[src/rtl/core/msb_pkg.sv]
package msb_pkg;

    localparam int SCREEN_W   = 84;
    localparam int SCREEN_H   = 48;
    localparam int PAGES      = (SCREEN_H + 7) / 8;
    localparam int STORE_SIZE = SCREEN_W * PAGES;
    localparam int AW         = $clog2(STORE_SIZE);

    localparam logic [2:0] CMD_FILL  = 3'd0;
    localparam logic [2:0] CMD_WRITE = 3'd1;
    localparam logic [2:0] CMD_READ  = 3'd2;
    localparam logic [2:0] CMD_SET   = 3'd3;
    localparam logic [2:0] CMD_GET   = 3'd4;
    localparam logic [2:0] CMD_BLIT  = 3'd5;

    localparam logic [2:0] REG_POS_X = 3'd0;
    localparam logic [2:0] REG_POS_Y = 3'd1;
    localparam logic [2:0] REG_WIN_X = 3'd2;
    localparam logic [2:0] REG_WIN_Y = 3'd3;
    localparam logic [2:0] REG_WIN_W = 3'd4;
    localparam logic [2:0] REG_WIN_H = 3'd5;
    localparam logic [2:0] REG_SCALE = 3'd6;

    typedef struct packed {
        logic [2:0] cmd;
        logic [7:0] col;
        logic [7:0] row;
        logic [7:0] value;
        logic [7:0] mask;
        logic [8:0] addr;
    } cmd_t;

    typedef struct packed {
        logic [7:0] raw_byte;
        logic [7:0] panel_byte;
        logic       pixel;
        logic       in_range;
    } res_t;

    typedef struct packed {
        logic signed [8:0] pos_x;
        logic signed [8:0] pos_y;
        logic [7:0]        win_x;
        logic [7:0]        win_y;
        logic [7:0]        win_w;
        logic [7:0]        win_h;
        logic [3:0]        scale;
    } cfg_t;

    function automatic logic [7:0] reverse8(input logic [7:0] b);
        logic [7:0] r;
        for (int i = 0; i < 8; i++)
        begin
            r[7 - i] = b[i];
        end
        return r;
    endfunction

endpackage

[src/rtl/core/msb_ram.sv]
module msb_ram #(
    parameter int WIDTH = 8,
    parameter int DEPTH = 504
) (
    input  logic                     clk,
    input  logic                     we,
    input  logic [$clog2(DEPTH)-1:0] waddr,
    input  logic [WIDTH-1:0]         wdata,
    input  logic [$clog2(DEPTH)-1:0] raddr,
    output logic [WIDTH-1:0]         rdata
);
    logic [WIDTH-1:0] mem [DEPTH];

    always_ff @(posedge clk)
    begin
        if (we)
        begin
            mem[waddr] <= wdata;
        end
        rdata <= mem[raddr];
    end
endmodule

[src/rtl/core/msb_cfg.sv]
module msb_cfg (
    input  logic          clk,
    input  logic          rst_n,
    input  logic          cfg_valid,
    output logic          cfg_ready,
    input  logic [2:0]    cfg_index,
    input  logic [8:0]    cfg_data,
    output msb_pkg::cfg_t cfg
);
    import msb_pkg::*;

    cfg_t cfg_reg;

    assign cfg_ready = 1'b1;
    assign cfg       = cfg_reg;

    always_ff @(posedge clk or negedge rst_n)
    begin
        if (!rst_n)
        begin
            cfg_reg <= '{pos_x: 9'sd0, pos_y: 9'sd0, win_x: 8'd0, win_y: 8'd0,
                         win_w: 8'd255, win_h: 8'd255, scale: 4'd1};
        end
        else if (cfg_valid)
        begin
            case (cfg_index)
                REG_POS_X: cfg_reg.pos_x <= cfg_data;
                REG_POS_Y: cfg_reg.pos_y <= cfg_data;
                REG_WIN_X: cfg_reg.win_x <= cfg_data[7:0];
                REG_WIN_Y: cfg_reg.win_y <= cfg_data[7:0];
                REG_WIN_W: cfg_reg.win_w <= cfg_data[7:0];
                REG_WIN_H: cfg_reg.win_h <= cfg_data[7:0];
                REG_SCALE: cfg_reg.scale <= cfg_data[3:0];
                default: ;
            endcase
        end
    end
endmodule

[src/rtl/core/mono_sprite_blitter_page_framebuffer_top.sv]
// Page-organized 84x48 monochrome framebuffer with sprite blitter.
// Command channel: an item is taken when start is high and busy is low.
// busy rises the cycle after acceptance and stays high until the item is done.
// Results (read byte, get pixel) appear for one cycle with done high, registered
// after the S_RD, S_WAIT and S_MOD states; the receiver must take them then.
// Config channel: cfg_valid/cfg_ready with register index and data; ready is
// always high, writes are meant only while the block is idle.
// Steps: write passes S_RD and a one-byte S_FILL; set, read and get pass S_RD,
// S_WAIT and S_MOD; an off-screen set or out-of-range write ends after S_RD;
// unused codes leave busy low; fill writes all bytes, one byte per cycle.
// Blit: each of the 8 sprite bits is checked in S_BIT; a drawn bit then
// sweeps its scale x scale block pixel by pixel, each on-screen pixel a
// read-modify-write through S_PIX, S_WAIT and S_MOD on the frame RAM (one
// read and one write port) and each off-screen pixel only S_PIX.
// After reset the frame RAM is cleared by a sweep of all 504 bytes; busy is
// high meanwhile. Configuration writes are taken during the sweep.
module mono_sprite_blitter_page_framebuffer_top (
    input  logic          clk,
    input  logic          rst_n,
    input  logic          start,
    output logic          busy,
    input  msb_pkg::cmd_t cmd_in,
    output logic          done,
    output msb_pkg::res_t result,
    input  logic          cfg_valid,
    output logic          cfg_ready,
    input  logic [2:0]    cfg_index,
    input  logic [8:0]    cfg_data
);
    import msb_pkg::*;

    localparam logic [3:0] S_CLEAR = 4'd0;
    localparam logic [3:0] S_IDLE  = 4'd1;
    localparam logic [3:0] S_FILL  = 4'd2;
    localparam logic [3:0] S_RD    = 4'd3;
    localparam logic [3:0] S_WAIT  = 4'd4;
    localparam logic [3:0] S_MOD   = 4'd5;
    localparam logic [3:0] S_BIT   = 4'd6;
    localparam logic [3:0] S_PIX   = 4'd7;

    cfg_t cfg;
    msb_cfg u_cfg (
        .clk      (clk),
        .rst_n    (rst_n),
        .cfg_valid(cfg_valid),
        .cfg_ready(cfg_ready),
        .cfg_index(cfg_index),
        .cfg_data (cfg_data),
        .cfg      (cfg)
    );

    logic [3:0]  state_reg, state_next;
    cmd_t        c_reg;
    logic [AW-1:0] ptr_reg;
    logic [2:0]  k_reg;
    logic [3:0]  l_reg, m_reg;
    logic signed [13:0] bx_reg, by_reg;   // scaled block origin
    logic [2:0]  bit_reg;                 // bit within byte for RMW
    logic        col_reg;                 // colour for RMW
    logic        blit_reg;                // RMW belongs to a blit
    logic        rd_res_reg;              // RMW is really a read/get
    logic        done_reg;
    res_t        res_reg;

    logic          we;
    logic [AW-1:0] waddr, raddr;
    logic [7:0]    wdata, rdata;

    msb_ram #(.WIDTH(8), .DEPTH(STORE_SIZE)) u_ram (
        .clk  (clk),
        .we   (we),
        .waddr(waddr),
        .wdata(wdata),
        .raddr(raddr),
        .rdata(rdata)
    );

    // blit bit check for current k
    logic [10:0] src_y;
    logic        in_win, on_scr;
    logic signed [10:0] tx;
    logic signed [12:0] ty;
    logic signed [13:0] tx_s, ty_s;
    always_comb
    begin
        src_y  = {c_reg.row, k_reg};
        in_win = ({1'b0, c_reg.col} >= {1'b0, cfg.win_x}) &&
                 ({1'b0, c_reg.col} < ({1'b0, cfg.win_x} + {1'b0, cfg.win_w})) &&
                 (src_y >= {3'b0, cfg.win_y}) &&
                 (src_y < ({3'b0, cfg.win_y} + {3'b0, cfg.win_h}));
        tx = 11'(cfg.pos_x) + $signed({3'b0, c_reg.col}) - $signed({3'b0, cfg.win_x});
        ty = 13'(cfg.pos_y) + $signed({2'b0, src_y}) - $signed({5'b0, cfg.win_y});
        on_scr = (tx >= 0) && (tx < SCREEN_W) && (ty >= 0) && (ty < SCREEN_H);
        tx_s = 14'(tx) * 14'($signed({1'b0, cfg.scale}));
        ty_s = 14'(ty) * 14'($signed({1'b0, cfg.scale}));
    end

    // current pixel of the block sweep
    logic signed [14:0] px, py;
    logic px_ok;
    always_comb
    begin
        px = 15'(bx_reg) + 15'($signed({1'b0, l_reg}));
        py = 15'(by_reg) + 15'($signed({1'b0, m_reg}));
        px_ok = (px >= 0) && (px < SCREEN_W) && (py >= 0) && (py < SCREEN_H);
    end

    logic [AW-1:0] a_reg;
    logic [AW-1:0] set_addr, pix_addr;
    logic          set_ok;
    always_comb
    begin
        set_ok   = (c_reg.col < SCREEN_W) && (c_reg.row < SCREEN_H);
        set_addr = AW'(32'(c_reg.row >> 3) * SCREEN_W + 32'(c_reg.col));
        pix_addr = AW'(32'(py[7:3]) * SCREEN_W + 32'(px[7:0]));
    end

    logic [7:0] mod_byte;
    always_comb
    begin
        mod_byte = rdata;
        mod_byte[bit_reg] = col_reg;
    end

    always_comb
    begin
        state_next = state_reg;
        we    = 1'b0;
        waddr = ptr_reg;
        wdata = 8'd0;
        raddr = a_reg;
        case (state_reg)
            S_CLEAR:
            begin
                we = 1'b1;
                if (32'(ptr_reg) == STORE_SIZE - 1) state_next = S_IDLE;
            end
            S_FILL:
            begin
                we    = 1'b1;
                wdata = c_reg.value;
                if (32'(ptr_reg) == STORE_SIZE - 1) state_next = S_IDLE;
            end
            S_MOD:
            begin
                we    = !rd_res_reg;
                waddr = a_reg;
                wdata = mod_byte;
                state_next = blit_reg ? S_PIX : S_IDLE;
            end
            default: ;
        endcase
    end

    assign busy   = (state_reg != S_IDLE);
    assign done   = done_reg;
    assign result = res_reg;

    always_ff @(posedge clk or negedge rst_n)
    begin
        if (!rst_n)
        begin
            state_reg <= S_CLEAR;
            ptr_reg   <= '0;
            done_reg  <= 1'b0;
        end
        else
        begin
            done_reg <= 1'b0;
            case (state_reg)
                S_CLEAR, S_FILL:
                begin
                    ptr_reg <= (32'(ptr_reg) == STORE_SIZE - 1) ? '0 : ptr_reg + 1'b1;
                    // single-byte write: stop the fill sweep after one byte
                    state_reg <= (state_reg == S_FILL && c_reg.cmd == CMD_WRITE) ?
                                 S_IDLE : state_next;
                end
                S_IDLE:
                begin
                    if (start)
                    begin
                        c_reg      <= cmd_in;
                        ptr_reg    <= '0;
                        blit_reg   <= 1'b0;
                        rd_res_reg <= 1'b0;
                        k_reg      <= '0;
                        case (cmd_in.cmd)
                            CMD_FILL:  state_reg <= S_FILL;
                            CMD_WRITE, CMD_READ, CMD_SET, CMD_GET: state_reg <= S_RD;
                            CMD_BLIT:
                            begin
                                blit_reg  <= 1'b1;
                                state_reg <= S_BIT;
                            end
                            default: ;
                        endcase
                    end
                end
                S_RD:
                begin
                    // decode simple commands into address, bit and colour
                    state_reg <= S_WAIT;
                    case (c_reg.cmd)
                        CMD_WRITE:
                        begin
                            if (32'(c_reg.addr) < STORE_SIZE)
                            begin
                                ptr_reg <= c_reg.addr[AW-1:0];
                                state_reg <= S_FILL;  // reused as a one-byte write
                            end
                            else
                            begin
                                state_reg <= S_IDLE;
                            end
                        end
                        CMD_READ:
                        begin
                            a_reg <= (32'(c_reg.addr) < STORE_SIZE) ? c_reg.addr[AW-1:0] : '0;
                            rd_res_reg <= 1'b1;
                        end
                        CMD_GET:
                        begin
                            a_reg <= set_ok ? set_addr : '0;
                            bit_reg <= c_reg.row[2:0];
                            rd_res_reg <= 1'b1;
                        end
                        default:
                        begin
                            a_reg   <= set_addr;
                            bit_reg <= c_reg.row[2:0];
                            col_reg <= c_reg.value[0];
                            if (!set_ok) state_reg <= S_IDLE;
                        end
                    endcase
                end
                S_WAIT:
                begin
                    state_reg <= S_MOD;
                end
                S_MOD:
                begin
                    state_reg <= state_next;
                    if (rd_res_reg)
                    begin
                        done_reg <= 1'b1;
                        if (c_reg.cmd == CMD_READ)
                        begin
                            res_reg.raw_byte   <= (32'(c_reg.addr) < STORE_SIZE) ? rdata : 8'd0;
                            res_reg.panel_byte <= (32'(c_reg.addr) < STORE_SIZE) ?
                                                  reverse8(rdata) : 8'd0;
                            res_reg.pixel      <= 1'b0;
                            res_reg.in_range   <= 1'b0;
                        end
                        else
                        begin
                            res_reg.raw_byte   <= 8'd0;
                            res_reg.panel_byte <= 8'd0;
                            res_reg.pixel      <= set_ok & rdata[bit_reg];
                            res_reg.in_range   <= set_ok;
                        end
                    end
                    if (blit_reg)
                    begin
                        // advance block sweep
                        if (l_reg == cfg.scale - 1'b1)
                        begin
                            l_reg <= '0;
                            if (m_reg == cfg.scale - 1'b1)
                            begin
                                state_reg <= (k_reg == 3'd7) ? S_IDLE : S_BIT;
                                k_reg <= k_reg + 1'b1;
                            end
                            else
                            begin
                                m_reg <= m_reg + 1'b1;
                            end
                        end
                        else
                        begin
                            l_reg <= l_reg + 1'b1;
                        end
                    end
                end
                S_BIT:
                begin
                    l_reg  <= '0;
                    m_reg  <= '0;
                    bx_reg <= tx_s;
                    by_reg <= ty_s;
                    col_reg <= c_reg.value[k_reg];
                    if (in_win && on_scr && c_reg.mask[k_reg] && cfg.scale != 4'd0)
                    begin
                        state_reg <= S_PIX;
                    end
                    else
                    begin
                        state_reg <= (k_reg == 3'd7) ? S_IDLE : S_BIT;
                        k_reg <= k_reg + 1'b1;
                    end
                end
                S_PIX:
                begin
                    // one pixel of the block; off-screen pixels skip the RMW
                    a_reg   <= pix_addr;
                    bit_reg <= py[2:0];
                    if (px_ok)
                    begin
                        state_reg <= S_WAIT;
                    end
                    else if (l_reg == cfg.scale - 1'b1)
                    begin
                        l_reg <= '0;
                        if (m_reg == cfg.scale - 1'b1)
                        begin
                            state_reg <= (k_reg == 3'd7) ? S_IDLE : S_BIT;
                            k_reg <= k_reg + 1'b1;
                        end
                        else
                        begin
                            m_reg <= m_reg + 1'b1;
                        end
                    end
                    else
                    begin
                        l_reg <= l_reg + 1'b1;
                    end
                end
                default: state_reg <= S_IDLE;
            endcase
        end
    end
endmodule
[config.mk]
export PLATFORM = sky130hd
export DESIGN_NAME = mono_sprite_blitter_page_framebuffer_top
export DESIGN_NICKNAME = d
export VERILOG_FILES = /design/src/rtl/core/msb_pkg.sv /design/src/rtl/core/msb_ram.sv /design/src/rtl/core/msb_cfg.sv /design/src/rtl/core/mono_sprite_blitter_page_framebuffer_top.sv
export SDC_FILE = /design/constraint.sdc
export NUM_CORES = 2
export LEC_CHECK = 0
export ABC_AREA = 0
export BUFFER_PORTS_ARGS = -buffer_cell sky130_fd_sc_hd__clkbuf_2
export CAP_MARGIN = 0
export CORE_AREA = 2 2 559 561
export DETAILED_ROUTE_END_ITERATION = 10
export DIE_AREA = 0 0 561 563
export GPL_ROUTABILITY_DRIVEN = 1
export GPL_TIMING_DRIVEN = 0
export PLACE_DENSITY = 0.7
export REMOVE_ABC_BUFFERS = 1
export SYNTH_ARGS = -nofsm -noshare
export SYNTH_HDL_FRONTEND = slang
export SYNTH_SLANG_ARGS = --single-unit
[constraint.sdc]
create_clock -name clk -period 34.3 [get_ports clk]
set_input_delay 6.86 -clock clk [delete_from_list [all_inputs] [get_ports clk]]
set_output_delay 6.86 -clock clk [all_outputs]
set_load 0.05 [all_outputs]
==> reports/summary.txt <==
Post-route clock period utilization -> 27.40%
Rows -> 205
Detailed Place HPWL -> 269200 um
Synth area leaders -> edfxtp_1 73%, mux4_2 14%, nor2_1 1.4%, ha_1 1.2%, a22oi_1 0.87%
First-pass GRT wire length -> 612600 um
DR WL/cell -> 31.59 um
Initial antenna violation count -> 16
Die area -> 315800 um2
Pwr dens -> 58.38 nW/um2
Num ports -> 81
Post-Syn Area per Cell -> 20.08 um2
DP Area -> 181600 um2
Final WL -> 420200 um
Worst Skew -> 57.02 ps
Number of vias per cell -> 6.574
Worst-path clk slew -> 70 ps
Die W -> 561 um
Slew margin rel. -> 0.5193%
Final setup violation count -> 0
Final Max Slew Viols -> 0
Crit path arrival time -> 2540 ps
PortBufs -> 79
Max_cap viols -> 1
Status -> finished, violations left
H-tree levels -> 5
CP endpoint kind -> output pin
Pleak -> 60.72 nW
Gr usage total -> 26.59%
Final number of hold-violating endpoints -> 0
Critical path startpoint category -> register
Core Footprint -> 310400 um2
Post-CTS setup buffer count -> 0
Clk_lat worst skew -> 980 ps
Number of synthesized register bits -> 4216
Async SR Flop Fraction -> 1.613%
Post-synthesis instance area -> 169800 um2
Vias in the first global route -> 87621
Initial Utilization -> 54.71%
Slowest CP cell -> dfrtp_1
Post-synth top area share -> 73.22%
Yosys top cell by area -> edfxtp_1
Height of the chip -> 563 um
Delay-heaviest family, CP -> simple AND/OR/NAND/NOR gates
CTS tree -> done
Root Driver -> clkbuf_16
Finished Cell Area -> 195100 um2
RSZ-0062 raised after global routing -> no
Post-synth cell types -> 82
Pin count of the biggest net entering global routing -> 56
Hold buffer count at cts -> 0
CTS Buf Count -> 414
Fill cells -> 20237
Layout area overhead -> 14.89%
Critical path class -> reg -> out
Failing checks -> max-capacitance violations
TNS Setup -> 0 ps
Highest net fanout along the worst path -> 16
EDFF count, synth -> 4140
Number of buffers and inverters on the critical path -> 2
VDD IR max -> 0.00006701 V
Post-cts repair resize count -> 0
Synth Warn # -> 0
Fmax -> 0.1064 GHz
Slowest stage delay, CP -> 620 ps
CTS sink cnt -> 4216
Total power -> 11.39 mW
Clock Path Buffers -> 4
Fin nets -> 9083
Mapped Cells -> 8454
Dominant synthesized flop cell -> edfxtp_1
DRT antenna net count -> 0
DRC errors left -> 0
Worst Path Required -> 27440 ps
DR iter-0 viols -> 11593
Grt ovf -> 0
Post-synthesis sequential area ratio -> 74.33%
First-pass DRT Iterations -> 8
RD Place Congestion -> 0.8253
DR vias -> 87445
Worst Tran Pin Value -> 1487 ps
Share of layout cells above drive strength 1 -> 23.68%
Max reg flops -> 4032
Cell chain of the critical path -> nor2b_1 > and2_1 > inv_1 > clkbuf_2
Post-layout minimum cycle time -> 9399 ps
Min-delay worst type -> reg -> reg
where the power goes:
group	switching (mW)	total, mW	leakage [nW]	internal, mW
logic	0.682	1.19	17.5	0.511
clock network	1.95	4.48	6.49	2.54
registers	0.0328	5.71	36.7	5.68
per-layer routing:
metal	wire length [um]	up-vias	share of wire, %	track usage [%]
met5	90	-	0.021	0
met3	44410	762	11	5.595
met1	159500	45881	38	37.65
li1	-	35547	-	-
met2	200700	5241	48	41.53
met4	15520	14	3.7	9.372
cells by family after synthesis:
family | after synthesis | share of synthesized area [%]
XOR/XNOR | 100 | 0.5240
other | 2 | 0.004423
flip-flops | 4216 | 74.33
AO/OA/AOI/OAI | 1015 | 4.228
buffers and inverters | 715 | 2.067
multiplexers | 1093 | 14.06
adder cells (fa/ha/maj) | 225 | 1.946
AND/OR/NAND/NOR | 1088 | 2.837
tightest hold or removal path: cells and delay by family (launching register included):
kind	cells	cell delay, ps
DFF	1	360
AOI/OAI and AO/OA	1	90
buffers and inverters	1	70
cells in the final DEF, fill, tap and decap left out, drive strengths merged, types with 24 or more instances in the layout:
master	netlist	layout
a21oi	200	200
a221oi	137	137
a22o	129	129
a22oi	196	196
and2	76	76
buf	274	353
bufinv	0	38
clkbuf	230	576
clkinv	0	202
dfrtp	51	51
edfxtp	4140	4140
fa	65	65
ha	160	160
inv	211	225
mux2	38	38
mux2i	25	25
mux4	1030	1030
nand2	169	169
nand2b	31	31
nand3	30	30
nor2	616	616
nor2b	24	24
nor3	59	59
o21ai	128	128
o22ai	77	77
xnor2	69	69
xor2	30	30
through the flow:
step,hold slack [ps],util [%],setup WS [ps],instances
2_1_floorplan,495.0,-,-7166,7950
3_3_place_gp,536.8,55.63,-27110,12169
3_5_place_dp,552.9,58.52,25190,12522
4_1_cts,564.1,62.84,24900,13293
5_1_grt,597.9,62.85,24790,13294
6_report,560.6,62.85,24900,13301
final cells by class:
class                      instances  area (um2)  area share [%]
antenna                            8       20.02         0.01026
clock buffer                     497       10780           5.525
clock inverter                   274        2625           1.346
inverter                         211       792.0          0.4060
multi-input combinational       3523       40410           20.72
sequential                      4216      126200           64.70
tap                             4140        5180           2.655
timing repair buffer             432        9057           4.643
cells in the mapped netlist (9+ instances only):
master	instances
buf_2	123
o21ai_0	101
mux2i_1	25
nand3b_1	12
a22oi_1	196
dfrtp_1	51
ha_1	160
xnor2_1	69
o21ai_1	27
buf_1	41
o21a_1	10
buf_6	63
nor2_1	616
o22ai_1	77
a221oi_1	128
nand2_1	169
a221oi_2	9
a22o_1	129
nand3_1	30
o21bai_1	20
clkbuf_1	228
nor3_1	58
nor4_1	15
a21oi_1	200
xor2_1	30
a211oi_1	9
fa_1	65
and2_1	76
buf_4	45
mux2_2	37
o31ai_1	15
a21o_1	17
mux4_2	1030
a31oi_1	12
nand4_1	10
nand2b_1	31
nor2b_1	24
or2_2	9
inv_1	211
edfxtp_1	4140
dfstp_2	17
worst paths after layout:
check | from | end | slack, ps | cells past startpoint
worst max-delay path | state_reg[0]$_DFFE_PN0P_ | busy | 24900 | 4
worst min-delay path | u_cfg.cfg[36]$_DFFE_PN0P_ | u_cfg.cfg[36]$_DFFE_PN0P_ | 560 | 2
worst max register to register | a_reg[0]$_DFFE_PP_ | u_ram.rdata[0]$_DFF_P_ | 27590 | 20
worst min register to register | u_cfg.cfg[36]$_DFFE_PN0P_ | u_cfg.cfg[36]$_DFFE_PN0P_ | 560 | 2
max in group asynchronous | rst_n | u_cfg.cfg[13]$_DFFE_PN1P_ | 27790 | 2
min in group asynchronous | rst_n | ptr_reg[0]$_DFFE_PN0P_ | 5830 | 1
(Power assumes the default switching activity.)
